==> config.mk <==
export PLATFORM = sky130hd
export DESIGN_NAME = lsi_cell
export DESIGN_NICKNAME = d
export VERILOG_FILES = /design/src/lsi_pkg.sv /design/src/lsi_cell.sv
export SDC_FILE = /design/constraint.sdc
export NUM_CORES = 2
export LEC_CHECK = 0
export BUFFER_PORTS_ARGS = -buffer_cell sky130_fd_sc_hd__clkbuf_2
export CORE_MARGIN = 10
export CORE_UTILIZATION = 40
export CTS_CLUSTER_DIAMETER = 150
export CTS_CLUSTER_SIZE = 40
export DETAILED_ROUTE_END_ITERATION = 10
export GPL_TIMING_DRIVEN = 0
export PLACE_DENSITY = 0.55
export REMOVE_ABC_BUFFERS = 1
export SYNTH_ARGS = -nofsm -noshare
export SYNTH_HDL_FRONTEND = slang
export SYNTH_SLANG_ARGS = --single-unit
==> constraint.sdc <==
create_clock -name clk -period 6.9 [get_ports clk]
set_input_delay 1.035 -clock clk [delete_from_list [all_inputs] [get_ports clk]]
set_output_delay 1.035 -clock clk [all_outputs]
set_load 0.1 [all_outputs]
==> src/lsi_pkg.sv <==
`timescale 1ns / 1ps
`default_nettype none

package lsi_pkg;

    // Field widths
    localparam int SAMPLE_W = 16;
    localparam int COEF_W   = 16;
    localparam int STEP_W   = 24;
    localparam int WGT_W    = 40;

    // Product and accumulator widths
    localparam int DPROD_W  = COEF_W + SAMPLE_W;       // plant product, Q.15
    localparam int YPROD_W  = WGT_W + SAMPLE_W;        // adaptive product, Q.32
    localparam int ACC_W    = 60;                      // error sum, Q.32, up to 7 taps
    localparam int EQ_W     = 32;                      // error in Q16.16
    localparam int P_W      = 32;                      // scaled error for the update
    localparam int PPROD_W  = STEP_W + 1 + EQ_W;       // step size times error
    localparam int UPD_W    = P_W + SAMPLE_W;          // update product

    localparam int PLANT_SHIFT = 17;                   // Q.15 to Q.32
    localparam int EQ_SHIFT    = 16;
    localparam int STEP_SHIFT  = 24;
    localparam int UPD_SHIFT   = 16;
    localparam int OUT_SHIFT   = 32;

    // Configuration map
    localparam int NUM_COEF   = 4;
    localparam int CFG_IDX_W  = 3;
    localparam int CFG_DATA_W = STEP_W;
    localparam int COEF_IDX_W = 2;
    localparam logic [CFG_IDX_W-1:0] REG_STEP_SIZE = 3'd4;

    localparam logic signed [COEF_W-1:0] COEF_RESET = 16'sd8192;
    localparam logic [STEP_W-1:0]        STEP_RESET = 24'd72058;

    // Strobes broadcast along the row of cells
    typedef struct packed {
        logic shift;    // load new sample, pass old one to the neighbor
        logic mul;      // register plant and adaptive products
        logic term;     // register the per-tap error term
        logic acc;      // ripple the error sum one cell further
        logic umul;     // register the update product
        logic upd;      // write the new weight
    } cell_ctrl_t;

    // Strobes for the error unit
    typedef struct packed {
        logic load_err;   // register output error and Q16.16 error
        logic load_prod;  // register step size times error
    } err_ctrl_t;

endpackage

`default_nettype wire

==> src/lsi_cell.sv <==
`timescale 1ns / 1ps
`default_nettype none

module lsi_cell (
    input  logic                                 clk,
    input  logic                                 rst_n,
    input  lsi_pkg::cell_ctrl_t                  ctrl,
    input  logic signed [lsi_pkg::SAMPLE_W-1:0]  x_in,
    input  logic signed [lsi_pkg::COEF_W-1:0]    coef,
    input  logic signed [lsi_pkg::ACC_W-1:0]     acc_in,
    input  logic signed [lsi_pkg::P_W-1:0]       p,
    output logic signed [lsi_pkg::SAMPLE_W-1:0]  x_out,
    output logic signed [lsi_pkg::ACC_W-1:0]     acc_out
);
    import lsi_pkg::*;

    localparam logic signed [WGT_W-1:0] WGT_MAX = {1'b0, {(WGT_W-1){1'b1}}};
    localparam logic signed [WGT_W-1:0] WGT_MIN = {1'b1, {(WGT_W-1){1'b0}}};

    logic signed [SAMPLE_W-1:0] x_reg;
    logic signed [WGT_W-1:0]    w_reg, w_next;
    logic signed [DPROD_W-1:0]  dprod_reg;
    logic signed [YPROD_W-1:0]  yprod_reg;
    logic signed [ACC_W-1:0]    term_reg, term_next;
    logic signed [ACC_W-1:0]    acc_reg;
    logic signed [UPD_W-1:0]    upd_reg;
    logic signed [P_W-1:0]      delta;
    logic signed [WGT_W:0]      wsum;

    assign term_next = (ACC_W'(dprod_reg) <<< PLANT_SHIFT) - ACC_W'(yprod_reg);

    // floor(p * x / 2^16), then saturate the weight
    assign delta = $signed(upd_reg[UPD_SHIFT +: P_W]);
    assign wsum  = (WGT_W+1)'(w_reg) + (WGT_W+1)'(delta);

    always_comb
    begin
        if (wsum[WGT_W] != wsum[WGT_W-1])
        begin
            w_next = wsum[WGT_W] ? WGT_MIN : WGT_MAX;
        end
        else
        begin
            w_next = wsum[WGT_W-1:0];
        end
    end

    // architectural state: tap sample and weight
    always_ff @(posedge clk or negedge rst_n)
    begin
        if (!rst_n)
        begin
            x_reg <= '0;
            w_reg <= '0;
        end
        else
        begin
            if (ctrl.shift)
            begin
                x_reg <= x_in;
            end
            if (ctrl.upd)
            begin
                w_reg <= w_next;
            end
        end
    end

    // datapath registers
    always_ff @(posedge clk)
    begin
        if (ctrl.mul)
        begin
            dprod_reg <= coef * x_reg;
            yprod_reg <= w_reg * x_reg;
        end
        if (ctrl.term)
        begin
            term_reg <= term_next;
        end
        if (ctrl.acc)
        begin
            acc_reg <= acc_in + term_reg;
        end
        if (ctrl.umul)
        begin
            upd_reg <= p * x_reg;
        end
    end

    assign x_out   = x_reg;
    assign acc_out = acc_reg;

endmodule

`default_nettype wire

=== Yosys cells after proc, flatten, opt, wreduce, memory -nomap -nowiden ===
Cells that the tools add are included.

* Word-level logic and storage cells: 16
* Input port bits: 132
* Bits in registers: 312
* Output and inout port bits: 76

* Equal/unequal tests: 1
* $add $sub $neg: 3
* Multiplexer cells: 2
* Multiply operators: 3

{| class="wikitable"
|+ Operator list
! operator !! count
|-
| 40-bit two-way mux || 2
|-
| 60-bit adder || 1
|-
| 49-bit by 56-bit subtractor with 57-bit output || 1
|-
| 40-bit by 16-bit multiplier with 56-bit output || 1
|-
| 32-bit by 16-bit multiplier with 48-bit output || 1
|-
| 40-bit by 32-bit adder with 41-bit output || 1
|-
| 16-bit by 16-bit multiplier with 32-bit output || 1
|-
| 1-bit inequality test || 1
|}

=== Depth between registers and ports, before layout ===
* Depth in word-level cells: 3
* Depth in mapped cells: 27
* Gate-level depth less buffers: 25

=== Worst setup path before layout ===
Ideal clock, no wire load.

* Path type: register -> register
* From: register x_reg[1] (netlist: x_out[1])
* To: register upd_reg[47], data pin
* Library setup time: 266 ps
* Data required time: 6634 ps
* Path slack: -598 ps
* Data arrival time: 7232 ps
* Buffers on the path: 3
* Period minus slack after synthesis: 7498 ps
* Stages on the path, launching flop included: 23
* Cells stage by stage: dfrtp_1 > clkbuf_1 > clkbuf_1 > clkbuf_1 > nand2_1 > fa_1 > fa_1 > fa_1 > fa_1 > inv_1 > fa_1 > fa_1 > ha_1 > a211oi_1 > o21ai_0 > o21bai_1 > a2111oi_4 > o21bai_1 > a221o_1 > o21a_1 > o221ai_2 > mux2i_1 > nand4_1

* Word-level cells in the longest chain between the ends: 1

{| class="wikitable"
|+ RTL lines
! item !! RTL line !! text
|-
| start, declared || lsi_cell.sv:20 || <nowiki>logic signed [SAMPLE_W-1:0] x_reg;</nowiki>
|-
| start signal, assigned || lsi_cell.sv:60 || <nowiki>x_reg <= x_in;</nowiki>
|-
| 32-bit by 16-bit multiplier with 48-bit output || lsi_cell.sv:87 || <nowiki>upd_reg <= p * x_reg;</nowiki>
|-
| end signal, assigned || lsi_cell.sv:87 ||
|-
| end, declared || lsi_cell.sv:26 || <nowiki>logic signed [UPD_W-1:0] upd_reg;</nowiki>
|}

No other way between the ends.
A chain may end at the register's enable or synchronous reset.

=== Worst setup path after layout ===
* From: register x_reg[1] (netlist: x_out[1])
* To: register yprod_reg[54], data pin

* Word-level cells in the longest chain between the ends: 1

{| class="wikitable"
|+ RTL lines
! item !! RTL line !! text
|-
| 40-bit by 16-bit multiplier with 56-bit output || lsi_cell.sv:75 || <nowiki>yprod_reg <= w_reg * x_reg;</nowiki>
|-
| end signal, assigned || lsi_cell.sv:75 ||
|-
| end, declared || lsi_cell.sv:23 || <nowiki>logic signed [YPROD_W-1:0] yprod_reg;</nowiki>
|}

No other way between the ends.

==> flow_metrics.py <==
metrics = {
    "sta": {
        "period_needed_ns": 7.05,
        "rsz0062_at_grt": "yes",
        "fmax_mhz": 142,
        "worstMarginPinSlew_ns": 1.25,
        "hold_viol": 0,
        "slew_headroom_pct": 16.7,
        "setup_viol": 6,
        "min_period_over_period_pct": 102,
        "drv_slew": 0,
        "skew_ns": 0.0338,
        "setup_slack_ns": -0.153,
        "setup-tns-final_ns": -0.481,
    },
    "die": {
        "start_util_pct": 40.3,
        "die_h_um": 428,
        "row_count": 149,
        "die_x_um": 428,
        "io_pins": 208,
        "die_area_um2": 183000,
        "coreArea_um2": 165000,
    },
    "synth": {
        "yosys_register_bits": 293,
        "synth-edff-count": 237,
        "avgSynthCellArea_um2": 9.18,
        "synthDistinctLibCells": 92,
        "synthTopCellsByArea": "fa_1 (40%), edfxtp_1 (11%), inv_1 (9.7%)",
        "async_flop_share_pct": 19.1,
        "syn_inst": 7260,
        "yosysWarnings": 0,
        "syn_area_um2": 66600,
        "ys.flop_type": "edfxtp_1",
        "synth.most_common_cell": "inv_1",
        "yosysTopAreaCell": "fa_1",
        "synthTopCellsByCount": "inv_1 (1724), fa_1 (1347), nand2_1 (981), and2_1 (485), ha_1 (462)",
        "seq_area_frac_synth_pct": 12.8,
        "synthDominantCellAreaShare_pct": 40.5,
    },
    "grt": {
        "grt_pass1_vias": 52393,
        "overflow": 0,
        "antenna_found_initial": 16,
        "grtUsageTotal_pct": 20.1,
        "grt_max_degree": 68,
        "grt_pass1_wl_um": 295000,
    },
    "placement": {
        "io_buffers": 207,
        "place.gp.congestion": 0.834,
        "hpwlAfterDp_um": 131000,
        "dpl.cell_count": 9364,
        "dp_slack_ns": -1.62,
    },
    "critical_path": {
        "cp_max_fo": 8,
        "critPathLaunchType": "flop",
        "critPathCaptureType": "flop",
        "worstPathArrival_ns": 7.39,
        "cp.required_ns": 7.24,
        "worstSetupPathType": "flop to flop",
    },
    "final_layout": {
        "final_nets": 9289,
        "area_growth_pct": 10.6,
        "largest_reg_flops": 60,
        "stdcell_count": 9544,
        "drive_gt1_share_pct": 9.00,
    },
    "clock_network": {
        "cts_buffers": 14,
        "cts_tree": "built",
        "clk_pin_slew_ns": 0.14,
        "root_buffer": "clkbuf_16",
        "cts.sinks": 293,
        "clk_path_buf_depth": 3,
        "cts_max_level": 1,
        "worst_skew_pair.late_latency_ns": 0.58,
    },
    "route": {
        "via_per_inst": 5.13,
        "wl_per_cell_um": 20.2,
        "postRouteAntennaNets": 0,
        "vias": 49000,
        "drtIter0Drc": 3157,
        "drc": 0,
        "firstDrtPassIters": 6,
        "routed_wl_um": 193000,
    },
    "run_status": {
        "violations": "negative setup slack",
        "status": "finished with violations",
    },
    "worst_hold_path": {
        "hold_class": "flop to flop",
    },
    "job": {
        "cap_violations": 0,
    },
}
==> stage by stage <==
step | utilization [%] | hold WS (ns) | instance area [um2]
floorplan | - | 0.476 | 65400
global placement | 41.9 | 0.497 | 69200
detailed placement | 42.3 | 0.509 | 69800
CTS | 43.8 | 0.540 | 72400
global route | 44.6 | 0.571 | 73700
finish | 44.6 | 0.534 | 73700
==> cell type report <==
type,instances,area [um2]
antenna,2,5.00
tap,2189,2740
clock inverter,6,135
fill,16143,91500
clock buffer,15,375
inverter,1725,6500
timing repair buffer,383,3820
sequential,293,8630
multi-input combinational,4930,51500
timing repair inverter,1,8.76
==> layer usage <==
metal | up-vias | track usage, % | part of all wire (%)
met2 | 1409 | 33.3 | 46
met5 | - | 0 | 0.025
li1 | 22208 | - | -
met4 | 8 | 3.81 | 2.5
met3 | 220 | 3.73 | 7.7
met1 | 25155 | 27.6 | 44
==> path summary, 6_finish.rpt <==
check | start | end | slack, ns | cells past startpoint
max | x_out[1] | yprod_reg[54] | -0.15 | 25
min reg2reg | yprod_reg[0] | term_reg[0] | 0.53 | 0
min | yprod_reg[0] | term_reg[0] | 0.53 | 0
max reg2reg | x_out[1] | yprod_reg[54] | -0.15 | 25
min in group asynchronous | rst_n | x_out[10] | 0.56 | 1
max in group asynchronous | rst_n | w_reg[14] | 5.68 | 1
==> what timing repair did <==
item                       in CTS  in global routing
cloned                         15                 12
setup endpoints to repair      62                 40
resized for setup             146                148
pin swaps                      39                 82
hold buffers                    0                  0
setup buffers                  85                 47
==> kinds of logic after synthesis <==
group	share of synthesized area (%)
and+or+nand+nor	14.5
buffers and inverters	11.5
muxes	0.423
AOI/OAI and AO/OA	8.12
adders and majority gates	49.2
DFF	12.8
xor gates and xnor gates	3.51
==> worst max-delay path, stage by stage, from the launching register on <==
cell	delay, ns
dfrtp_4	0.62
buf_16	0.19
nand2_2	0.07
fa_1	0.54
inv_1	0.05
fa_1	0.49
inv_2	0.04
fa_1	0.50
inv_1	0.05
fa_1	0.48
fa_1	0.51
inv_1	0.05
fa_1	0.56
inv_2	0.06
ha_4	0.27
nand4_1	0.21
nor3_4	0.28
nand3_1	0.11
o211ai_1	0.18
buf_4	0.19
a41oi_4	0.16
or3_4	0.43
and3_4	0.20
o211ai_1	0.30
a21oi_2	0.10
xnor2_1	0.13
==> layout by cell type (no fill, tap or decap), types with 32 or more instances in the layout <==
master,netlist,final
and2_1,485,477
xnor2_1,186,185
nand3_1,60,58
nor3_1,44,41
clkbuf_2,0,191
a21o_1,138,138
o21bai_1,54,52
inv_1,1724,1711
buf_4,0,80
fa_1,1347,1328
ha_1,462,423
o21ai_0,107,100
xor2_1,81,81
nand2b_1,60,59
nor2_1,214,209
o2bb2ai_1,32,32
nand2_1,981,969
edfxtp_1,237,237
a21oi_1,230,211
Power is left out: the tool's default activity adds up to more than one toggle a clock period on the data nets, which glitch-free logic cannot reach.
